$ cat src/rtl/srt_pkg.sv
// Shared types and constants of the sorted region table.
// Holds action and status codes, controller states and the command/status structs.
// No dependencies.
package srt_pkg;

	localparam int MAX_REGIONS_DEF  = 64;
	localparam int ADDRESS_BITS_DEF = 48;
	localparam int SIZE_BITS_DEF    = 40;
	localparam int ALIGN_BITS       = 8;
	localparam logic [63:0] DEFAULT_START = 64'h0000_0000_0010_0000;

	typedef enum logic [1:0] {
		ACT_ALLOC  = 2'd0,
		ACT_FREE   = 2'd1,
		ACT_LOOKUP = 2'd2,
		ACT_NONE   = 2'd3
	} action_t;

	typedef enum logic [1:0] {
		ST_OK        = 2'd0,
		ST_INVALID   = 2'd1,
		ST_FULL      = 2'd2,
		ST_EXHAUSTED = 2'd3
	} status_t;

	typedef enum logic [2:0] {
		S_IDLE,
		S_DISPATCH,
		S_SRCH_RD,
		S_SRCH_CMP,
		S_SHIFT_RD,
		S_SHIFT_WR,
		S_RESP
	} state_t;

	typedef struct packed {
		logic load;
		logic alloc;
		logic srch_rd;
		logic srch_cmp;
		logic shift_rd;
		logic shift_wr;
		logic free_done;
	} dp_cmd_t;

	typedef struct packed {
		logic is_alloc;
		logic do_search;
		logic is_free;
		logic search_active;
		logic hit;
		logic shift_more;
	} dp_stat_t;

endpackage

$ cat src/rtl/srt_ctrl.sv
// Controller of the sorted region table: sequences decode, search and compaction.
// Depends on srt_pkg.
module srt_ctrl (
	input  logic              clk,
	input  logic              arst_n,
	input  logic              start,
	input  srt_pkg::dp_stat_t stat,
	output srt_pkg::dp_cmd_t  cmd,
	output logic              busy,
	output logic              done
);
	import srt_pkg::*;

	state_t state_q;
	state_t state_nxt;

	always_ff @(posedge clk or negedge arst_n) begin
		if (!arst_n) begin
			state_q <= S_IDLE;
		end else begin
			state_q <= state_nxt;
		end
	end

	always_comb begin
		state_nxt = state_q;
		unique case (state_q)
			S_IDLE: begin
				if (start) state_nxt = S_DISPATCH;
			end
			S_DISPATCH: begin
				if (stat.do_search) state_nxt = S_SRCH_RD;
				else state_nxt = S_RESP;
			end
			S_SRCH_RD: begin
				if (stat.search_active) state_nxt = S_SRCH_CMP;
				else state_nxt = S_RESP;
			end
			S_SRCH_CMP: begin
				priority if (stat.hit && stat.is_free) state_nxt = S_SHIFT_RD;
				else if (stat.hit) state_nxt = S_RESP;
				else state_nxt = S_SRCH_RD;
			end
			S_SHIFT_RD: begin
				if (stat.shift_more) state_nxt = S_SHIFT_WR;
				else state_nxt = S_RESP;
			end
			S_SHIFT_WR: state_nxt = S_SHIFT_RD;
			S_RESP:     state_nxt = S_IDLE;
			default:    state_nxt = S_IDLE;
		endcase
	end

	always_comb begin
		cmd = '0;
		unique case (state_q)
			S_IDLE:     cmd.load = start;
			S_DISPATCH: cmd.alloc = stat.is_alloc;
			S_SRCH_RD:  cmd.srch_rd = stat.search_active;
			S_SRCH_CMP: cmd.srch_cmp = 1'b1;
			S_SHIFT_RD: begin
				cmd.shift_rd  = stat.shift_more;
				cmd.free_done = !stat.shift_more;
			end
			S_SHIFT_WR: cmd.shift_wr = 1'b1;
			default:    cmd = '0;
		endcase
	end

	assign busy = (state_q != S_IDLE);
	assign done = (state_q == S_RESP);

endmodule

$ cat config.mk
export PLATFORM = sky130hd
export DESIGN_NAME = srt_ctrl
export DESIGN_NICKNAME = d
export VERILOG_FILES = /design/src/rtl/srt_pkg.sv /design/src/rtl/srt_ctrl.sv
export SDC_FILE = /design/constraint.sdc
export NUM_CORES = 1
export LEC_CHECK = 0
export ABC_AREA = 1
export BUFFER_PORTS_ARGS = -buffer_cell sky130_fd_sc_hd__buf_2
export CAP_MARGIN = 20
export CORE_AREA = 2 2 39 41
export CTS_CLUSTER_DIAMETER = 80
export DETAILED_ROUTE_END_ITERATION = 8
export DIE_AREA = 0 0 41 43
export SLEW_MARGIN = 20
export SYNTH_ARGS = -nofsm -noshare
export SYNTH_HDL_FRONTEND = slang
export SYNTH_SLANG_ARGS = --single-unit
export TNS_END_PERCENT = 100
$ cat constraint.sdc
create_clock -name clk -period 1.3 [get_ports clk]
set_clock_uncertainty 0.15 [all_clocks]
set_input_delay 0.065 -clock clk [delete_from_list [all_inputs] [get_ports clk]]
set_output_delay 0.065 -clock clk [all_outputs]
set_load 0.01 [all_outputs]
Word level (Yosys, flattened, before mapping):

Index checks and enable logic that the tools add are counted.
Widths: inputs -> output; s select.

* mux-type cells: 14
* reductions and logical operators: 4
* equality and inequality tests: 7

Operators with widths (number)
* $pmux 3 s6: 1
* $mux 3: 5
* $eq 3x3->1 const B: 3
* $mux 1: 7
* $eq 3x2->1 const B: 2
* $eq 3x1->1 const B: 1
* $logic_not 3->1: 1
* $reduce_bool 3->1: 1
* $mux 2: 1
* $ne 2x2->1 const B: 1
* $logic_and 1x1->1: 1
* $logic_not 1->1: 1

* bits in registers: 3
* word-level logic and storage cells: 26

Longest topological paths before layout:

Gate-level depths: netlist of the first run.

* depth in word-level cells: 3
* depth in mapped cells: 5
* depth with buffers taken out: 4

Least setup slack after synthesis of the first run:

Ideal clock, no wire load.

* path kind: flip-flop to output port
* from: reg state_q[0]
* to: out cmd[2] (netlist bit)
* arrival: 0.936 ns
* slack: 0.149 ns
* data required time: 1.085 ns
* stages on the path, launching flop included: 3
* path buffers: 1
* path through: dfrtp_1 -> buf_6 -> nor4_1

RTL lines
* start, declared: RTL line srt_ctrl.sv:14 `state_t state_q;`
* start signal, assigned: RTL line srt_ctrl.sv:21 `state_q <= state_nxt;`
* end, declared: RTL line srt_ctrl.sv:8 `output srt_pkg::dp_cmd_t cmd,`

==> flow_metrics.tcl, run 1 <==
set metrics [dict create \
    drt_pre_antenna_iters 4 \
    run_status "complete, but fails checks" \
    vdd_drop_max_mv 0.660 \
    largest_register_ffs 3 \
    max_cap_violations 0 \
    seqCellArea_um2 78.8 \
    final.setup.worst_slack_ps -58.6 \
    first_global_vias 321 \
    wl_um 775 \
    layout-drive-gt1-share 0.620 \
    post-route-cell-area_um2 533 \
    finalHoldWorstSlack_ps 15.9 \
    timing.reg2reg.setup_slack_ps 120 \
    synth_sequential_area_ratio 0.287 \
    worst_setup_path_end_kind "primary output" \
    combinational_group_share_of_total_power 0.626 \
    switching_share 0.450 \
    core-area_mm2 0.00138 \
    finalPower_mw 1.10 \
    ctsHtreeMaxLevel 1 \
    postPlaceCellArea_um2 355 \
    netlist_instances 38 \
    sequential_power_share 0.225 \
    synthesis_stage_register_bit_count 3 \
    timing.final.crit_period_ps 1360 \
    drt_via_density 4.15 \
    cts_tree "built" \
    grt_usage 0.110 \
    power_density_mw_per_mm2 2070 \
    ys_warn_count 0 \
    hold_viol_final 0 \
    place.port_buffers 17 \
    vias 361 \
    critical_path_peak_fanout 4 \
    globalRoute.totalOverflow 0 \
    fin_util 0.385 \
    switchingPower_mw 0.497 \
    biggestRegsByFlops "state_q: 3 flops" \
    timing.rr.end "state_q[1]$_DFFE_PN0P_" \
    grt_setup_unrepaired "yes" \
    p_clk_frac 0.149 \
    syn_to_final_growth_pct 104 \
    yosys.cell_types.count 18 \
    drt_iter0_markers 5 \
    largest_register "state_q" \
    synthesized_net_count 47 \
    violations "setup timing" \
    fin_nets 81 \
    worst_pin_slew_ps 200 \
    diodes 0 \
    grt_first_pass_wirelength_um 1210 \
    hold_path.class "primary input to asynchronous set/reset pin" \
    critPathLaunchType "flop" \
    rows 14 \
    drv_slew 0 \
    max_freq_mhz 736 \
    clock_latency_reported_for_the_late_side_of_the_worst_skew_pair_ps 230 \
    detailedPlacementHpwl_um 509 \
    report.final.setup_viol 6 \
    io-pin-count 18 \
    internal_power_mw 0.607 \
    die_y_um 43 \
    wl_per_cell_um 8.91 \
    cellLeakagePower_nw 0.282 \
    grt_start_max_net_pins 9 \
    post_synth_instance_area_um2 262 \
    fin_crit_sh 1.05 \
    globalplace.congestion 0.808 \
    fillerInstances 163 \
    max-slew-margin-rel 0.866 \
    timing.reg2reg.worst_path_depth 5 \
    timing.critical_path.required_ps 1090 \
    setup.worst_path.class "flop to primary output" \
    ant_nets 0 \
    initial_utilization 0.189 \
    cts.sinks 3 \
    endpoint "cmd[1]" \
    drc_errors 0 \
    critical_path.startpoint "state_q[1]$_DFFE_PN0P_" \
    chipWidth_um 41 \
    worst_setup_hold_path_clk_slew_ps 40 \
    cts.root.buffer_cell "clkbuf_4" \
    initial_antenna_violation_count 0 \
    critical_path_arrival_ps 1140 \
    cts_buffers 3 \
    cts.path.max_buffers 2 \
    multiInputGateArea_um2 158 \
    rr_startpoint "state_q[2]$_DFFE_PN0P_" \
    fp.dieArea_mm2 0.00176 \
    synth_area_per_cell_um2 6.88 \
]
stage by stage:
step / setup WS [ps] / setup TNS (ps) / std cells
2_1_floorplan: 149 / 0 / 38
3_3_place_gp: 82.1 / 0 / 70
3_5_place_dp: 110 / 0 / 70
4_1_cts: -54.7 / -250 / 83
5_1_grt: -146 / -843 / 87
6_report: -58.6 / -238 / 87
worst min-delay path by stage:
stage                     cells past startpoint                     end  slack, ps
after detailed placement                      1  state_q[1]$_DFFE_PN0P_       -290
final                                         2  state_q[0]$_DFFE_PN0P_         20
after floorplan                               0  state_q[0]$_DFFE_PN0P_       -380
after global routing                          2  state_q[2]$_DFFE_PN0P_         20
after CTS                                     2  state_q[0]$_DFFE_PN0P_          3
after global placement                        1  state_q[1]$_DFFE_PN0P_       -290
cells in the mapped netlist:
| cell | n | area, µm² |
|---|---|---|
| inv_1 | 8 | 30.0 |
| nand3_1 | 4 | 20.0 |
| nor2_1 | 4 | 15.0 |
| dfrtp_1 | 3 | 75.1 |
| nand4_1 | 3 | 18.8 |
| nor3_1 | 3 | 15.0 |
| nand2_1 | 2 | 7.51 |
| a21oi_2 | 1 | 8.76 |
| buf_6 | 1 | 11.3 |
| inv_2 | 1 | 3.75 |
| inv_4 | 1 | 6.26 |
| nand2_2 | 1 | 6.26 |
| nand3_2 | 1 | 10.0 |
| nor2_2 | 1 | 6.26 |
| nor2_4 | 1 | 11.3 |
| nor4_1 | 1 | 6.26 |
| o21ai_0 | 1 | 5.00 |
| o21ai_1 | 1 | 5.00 |
placed cells by master, fill, tap and decap left out, types with 2 or more instances in the layout:
| master | instances |
|---|---|
| buf_2 | 15 |
| buf_4 | 8 |
| inv_1 | 6 |
| dlygate4sd3_1 | 5 |
| nand3_2 | 3 |
| nor2_1 | 3 |
| nand4_1 | 3 |
| clkbuf_4 | 3 |
| dfrtp_2 | 3 |
| inv_4 | 2 |
| nor2_4 | 2 |
| inv_2 | 2 |
| nor3_1 | 2 |
| nand2_1 | 2 |
| nand3_1 | 2 |
| buf_6 | 2 |
power by group through the flow:
stage	logic (mW)	clock network [mW]	registers, mW
finish	0.691	0.164	0.249
global route	0.771	0.179	0.260
detailed placement	0.452	0	0.233
CTS	0.561	0.175	0.256
floorplan	0.381	0	0.190
global placement	0.454	0	0.233
critical path: stages, from the launching register on:
cell     delay [ps]
dfrtp_2         450
buf_4           160
nor3_2          160
buf_2           150
kinds of logic (layout without fill, tap and decap cells):
kind of cell    Yosys count  in the layout  synth area share
buf+inv                  11             44             0.196
compound gates            3              3            0.0717
flops                     3              3             0.287
simple gates             21             21             0.445
per-layer routing:
layer | GRT usage | vias to the layer above | share of wire
met5 | 0 | - | 0
met4 | 0.120 | 0 | 0.025
met3 | 0.0314 | 2 | 0.048
met2 | 0.131 | 13 | 0.46
met1 | 0.139 | 157 | 0.46
li1 | - | 189 | -
timing repair:
item                                   CTS  global route
endpoints found under the hold margin    6             0
setup buffers                            4             4
resized for setup                        6             7
hold buffers                             5             0
pin swaps                                5             1
setup endpoints to repair                9             9
layout make-up:
class                      instances  area share
clock buffer                       4      0.0493
inverter                          10      0.0798
multi-input combinational         24       0.296
sequential                         3       0.148
tap                               16      0.0376
timing repair buffer              30       0.390
Note: power is estimated with default switching activity, not from simulation.
==> run 2: changes to the inputs <==
==> constraint.sdc (replaced) <==
create_clock -name clk -period 1.4 [get_ports clk]
set_clock_uncertainty 0.15 [all_clocks]
set_input_delay 0.07 -clock clk [delete_from_list [all_inputs] [get_ports clk]]
set_output_delay 0.07 -clock clk [all_outputs]
set_load 0.01 [all_outputs]
==> flow_metrics.tcl, run 2 (synthesized netlist as in run 1, its figures left out) <==
set metrics [dict create \
    run_status "finished clean" \
    biggestRegsByFlops "state_q: 3 flops" \
    die_y_um 43 \
    hold_viol_final 0 \
    core-area_mm2 0.00138 \
    chipWidth_um 41 \
    report.final.setup_viol 0 \
    first_global_vias 321 \
    detailedPlacementHpwl_um 509 \
    io-pin-count 18 \
    grt_start_max_net_pins 11 \
    critical_path_peak_fanout 8 \
    initial_antenna_violation_count 0 \
    vias 335 \
    setup.worst_path.class "flop to primary output" \
    rr_startpoint "state_q[1]$_DFFE_PN0P_" \
    timing.reg2reg.worst_path_depth 4 \
    worst_setup_hold_path_clk_slew_ps 40 \
    drt_via_density 4.14 \
    slowest_delay_ps 470 \
    wl_per_cell_um 8.53 \
    vdd_drop_max_mv 0.623 \
    layout-drive-gt1-share 0.523 \
    cellLeakagePower_nw 0.252 \
    top_library_cells_by_usage_in_the_layout_fill_and_taps_aside "17 x buf_2, 7 x inv_1, 6 x dlygate4sd3_1" \
    max_cap_violations 0 \
    largest_register "state_q" \
    fin_crit_sh 0.985 \
    timing.reg2reg.setup_slack_ps 270 \
    ctsHtreeMaxLevel 1 \
    worst_setup_path_end_kind "primary output" \
    grt_setup_unrepaired "yes" \
    timing.critical_path.required_ps 1180 \
    initial_utilization 0.189 \
    drt_pre_antenna_iters 2 \
    grt_usage 0.104 \
    busiest_layer "met1" \
    cts_buffers 3 \
    wl_um 691 \
    cts_tree "built" \
    fp.dieArea_mm2 0.00176 \
    critical_path_arrival_ps 1160 \
    cts.sinks 3 \
    final.setup.worst_slack_ps 21.2 \
    ant_nets 0 \
    worst_pin_slew_ps 208 \
    max-slew-margin-rel 0.860 \
    rows 14 \
    grt_first_pass_wirelength_um 1140 \
    met1_usage_grt 0.126 \
    diodes 0 \
    syn_to_final_growth_pct 78.9 \
    final_common_cell "buf_2" \
    drt_iter0_markers 8 \
    worstPathCellList "nor4_1 -> buf_2" \
    place.port_buffers 17 \
    globalRouteMet3Util 0.0314 \
    critPathLaunchType "flop" \
    crit_slowest_cell "dfrtp_2" \
    timing.final.crit_period_ps 1380 \
    hold_path.class "primary input to asynchronous set/reset pin" \
    cts.path.max_buffers 2 \
    power_density_mw_per_mm2 1840 \
    clock_latency_reported_for_the_late_side_of_the_worst_skew_pair_ps 230 \
    fin_nets 75 \
    drc_errors 0 \
    max_freq_mhz 725 \
    final.setup.tns_ps 0 \
    largest_register_ffs 3 \
    finalHoldWorstSlack_ps 18.4 \
    grt_util_met2 0.125 \
    cts.root.buffer_cell "clkbuf_4" \
    detailedPlace.worstSlack_ps 205 \
    drv_slew 0 \
    globalplace.congestion 0.808 \
    globalRoute.totalOverflow 0 \
    timing.rr.end "state_q[1]$_DFFE_PN0P_" \
]
==> run 2: area by class of cell <==
type | count | area, µm²
fillers | 162 | 916
inverters | 10 | 42.5
clock buffers | 4 | 26.3
multi-input cells | 24 | 148
repair buffers | 24 | 153
well taps | 16 | 20.0
flip-flops and latches | 3 | 78.8
==> run 2: worst max path at each step <==
stage                     cells past startpoint  slack [ps]                      to                   start
after floorplan                               2         240                  cmd[2]  state_q[0]$_DFFE_PN0P_
after global placement                        3         180  state_q[1]$_DFFE_PN0P_  state_q[0]$_DFFE_PN0P_
after detailed placement                      4         210                  cmd[0]  state_q[0]$_DFFE_PN0P_
after CTS                                     4           4                  cmd[5]  state_q[1]$_DFFE_PN0P_
after global routing                          4         -40                  cmd[6]  state_q[1]$_DFFE_PN0P_
final                                         2          20                  cmd[2]  state_q[0]$_DFFE_PN0P_
==> run 2: critical path, delay by kind of cell, from the launching register on <==
kind          cells  cell delay [ps]
buf+inv           1              170
flops             1              470
simple gates      1              280
==> run 2: repair_timing <==
item | 4_1_cts | 5_1_grt
buffers inserted | 0 | 1
setup endpoints to repair | 4 | 7
endpoints found under the hold margin | 6 | 0
resized for setup | 3 | 5
hold buffers | 6 | 0
pin swaps | 0 | 1
==> run 2: per-stage QoR <==
| stage | area [µm²] | util | cells | power [mW] |
|---|---|---|---|---|
| floorplan | 262 | - | 38 | 0.530 |
| global placement | 355 | 0.257 | 70 | 0.638 |
| detailed placement | 355 | 0.257 | 70 | 0.636 |
| CTS | 449 | 0.325 | 80 | 0.834 |
| global route | 468 | 0.338 | 81 | 0.944 |
| finish | 468 | 0.338 | 81 | 0.860 |
==> run 2: where the power goes <==
group          total [mW]  leakage (nW)  switching [mW]  internal [mW]
Clock               0.154        0.0150          0.0471          0.107
Combinational       0.460         0.204           0.265          0.195
Sequential          0.246        0.0335           0.106          0.140
Total               0.860         0.252           0.418          0.441
==> run 2: layer usage <==
| layer | vias to the layer above | routed length (µm) |
|---|---|---|
| met3 | 2 | 42 |
| met1 | 143 | 310 |
| met2 | 13 | 318 |
| met5 | - | 0 |
| met4 | 0 | 19 |
| li1 | 177 | - |
==> run 3: changes to the inputs <==
--- a/config.mk
+++ b/config.mk
@@ -6,12 +6,12 @@
 export NUM_CORES = 1
 export LEC_CHECK = 0
 export ABC_AREA = 1
-export BUFFER_PORTS_ARGS = -buffer_cell sky130_fd_sc_hd__buf_2
 export CAP_MARGIN = 20
 export CORE_AREA = 2 2 39 41
 export CTS_CLUSTER_DIAMETER = 80
 export DETAILED_ROUTE_END_ITERATION = 8
 export DIE_AREA = 0 0 41 43
+export DONT_BUFFER_PORTS = 1
 export SLEW_MARGIN = 20
 export SYNTH_ARGS = -nofsm -noshare
 export SYNTH_HDL_FRONTEND = slang
==> flow_metrics.tcl, run 3 (synthesized netlist as in run 1, its figures left out) <==
set metrics [dict create \
    run_status "finished clean" \
    report.final.setup_viol 0 \
    cts_tree "built" \
    detailedPlace.worstSlack_ps 189 \
    critical_path_peak_fanout 8 \
    detailedPlacementHpwl_um 519 \
    postPlaceCellArea_um2 278 \
    fin_crit_sh 0.971 \
    ant_nets 0 \
    final.setup.tns_ps 0 \
    diodes 0 \
    drt_via_density 4.21 \
    cellLeakagePower_nw 0.187 \
    cts_buffers 3 \
    top_cell_family_by_delay_on_the_critical_path "flip-flops" \
    worst_setup_hold_path_clk_slew_ps 40 \
    rr_startpoint "state_q[0]$_DFFE_PN0P_" \
    chipWidth_um 41 \
    timing.rr.end "state_q[0]$_DFFE_PN0P_" \
    max_freq_mhz 736 \
    timing.critical_path.required_ps 1180 \
    timing.final.crit_period_ps 1360 \
    grt_setup_unrepaired "yes" \
    rows 14 \
    vias 278 \
    placed_insts 54 \
    critical_path_arrival_ps 1140 \
    timing.reg2reg.setup_slack_ps 210 \
    max_cap_violations 0 \
    cts.path.max_buffers 2 \
    critPathLaunchType "flop" \
    initial_antenna_violation_count 0 \
    grt_start_max_net_pins 11 \
    slowest_delay_ps 470 \
    largest_register_ffs 3 \
    worst_setup_path_end_kind "primary output" \
    worstPathCellList "nor4_2 -> buf_4" \
    syn_to_final_growth_pct 54.1 \
    power_density_mw_per_mm2 1910 \
    max-slew-margin-rel 0.749 \
    fillerInstances 158 \
    clock_latency_reported_for_the_late_side_of_the_worst_skew_pair_ps 230 \
    fin_util 0.291 \
    instances_no_fill 66 \
    first_global_vias 286 \
    drt_pre_antenna_iters 3 \
    grt_first_pass_wirelength_um 1110 \
    cp_num_buf_inv 1 \
    setup.worst_path.class "flop to primary output" \
    grt_usage 0.101 \
    cts.root.buffer_cell "clkbuf_4" \
    worst_hold_path.endpoint "cmd[5]" \
    core-area_mm2 0.00138 \
    wl_per_cell_um 9.79 \
    fin_nets 60 \
    top_library_cells_by_usage_in_the_layout_fill_and_taps_aside "8 x inv_1, 8 x dlygate4sd3_1, 4 x nand3_1" \
    vdd_drop_max_mv 0.568 \
    hold_start "stat[5]" \
    biggestRegsByFlops "state_q: 3 flops" \
    hold_viol_final 0 \
    post-route-cell-area_um2 403 \
    final.setup.worst_slack_ps 40.8 \
    fp.dieArea_mm2 0.00176 \
    cts.sinks 3 \
    io-pin-count 18 \
    crit_slowest_cell "dfrtp_2" \
    timing.reg2reg.worst_path_depth 4 \
    drv_slew 0 \
    hold_path.class "primary input to primary output" \
    globalplace.congestion 0.732 \
    holdPathStages 2 \
    drt_iter0_markers 6 \
    drc_errors 0 \
    wl_um 646 \
    place.port_buffers 0 \
    initial_utilization 0.189 \
    globalRoute.totalOverflow 0 \
    ctsHtreeMaxLevel 1 \
    largest_register "state_q" \
    setup_repair_bufs_after_cts 0 \
    die_y_um 43 \
    layout-drive-gt1-share 0.340 \
    worst_pin_slew_ps 374 \
]
==> run 3: changes by cell type in the layout (fill, tap and decap cells not counted), sizes merged <==
cell / before / now
buf: 18 / 1
dlygate4sd3: 6 / 8
==> run 3: routing by layer <==
metal | share of wire | wire length, µm | track usage
met5 | 0 | 0 | 0
met4 | 0 | 0 | 0.120
met3 | 0.043 | 28 | 0.0314
met2 | 0.50 | 321 | 0.125
met1 | 0.46 | 296 | 0.116
==> run 3: worst max path at each step <==
| stage | start | to | slack (ps) | cells past startpoint |
|---|---|---|---|---|
| after floorplan | state_q[0]$_DFFE_PN0P_ | cmd[2] | 240 | 2 |
| after global placement | state_q[0]$_DFFE_PN0P_ | cmd[3] | 200 | 2 |
| after detailed placement | state_q[0]$_DFFE_PN0P_ | state_q[0]$_DFFE_PN0P_ | 190 | 4 |
| after CTS | state_q[1]$_DFFE_PN0P_ | cmd[5] | 6 | 3 |
| after global routing | state_q[0]$_DFFE_PN0P_ | cmd[2] | -60 | 2 |
| final | state_q[0]$_DFFE_PN0P_ | cmd[2] | 40 | 2 |
==> run 3: through the flow <==
step / hold slack [ps] / total power [mW]
5_1_grt: 96.4 / 0.846
3_3_place_gp: -375 / 0.566
2_1_floorplan: -376 / 0.530
4_1_cts: 83.7 / 0.771
3_5_place_dp: -375 / 0.572
6_report: 84.3 / 0.769
==> run 3: layout make-up <==
cell class | count | area (µm²) | area share
multi-input cells | 24 | 151 | 0.376
repair buffers | 9 | 87.6 | 0.217
inverters | 10 | 40.0 | 0.0994
flip-flops and latches | 3 | 77.6 | 0.193
clock buffers | 4 | 26.3 | 0.0652
well taps | 16 | 20.0 | 0.0497
==> run 3: timing repair <==
item	4_1_cts	5_1_grt
gates cloned	0	0
hold endpoints to repair	6	0
hold buffers	8	0
endpoints found under the setup margin	4	5
gates resized for setup	4	2
==> run 3: report_power, final <==
group          total (mW)  switching (mW)  internal, mW  leakage, nW
Sequential          0.233          0.0969         0.137       0.0347
Combinational       0.387           0.250         0.136        0.137
Clock               0.149          0.0423         0.107       0.0150
Total               0.769           0.390         0.380        0.187
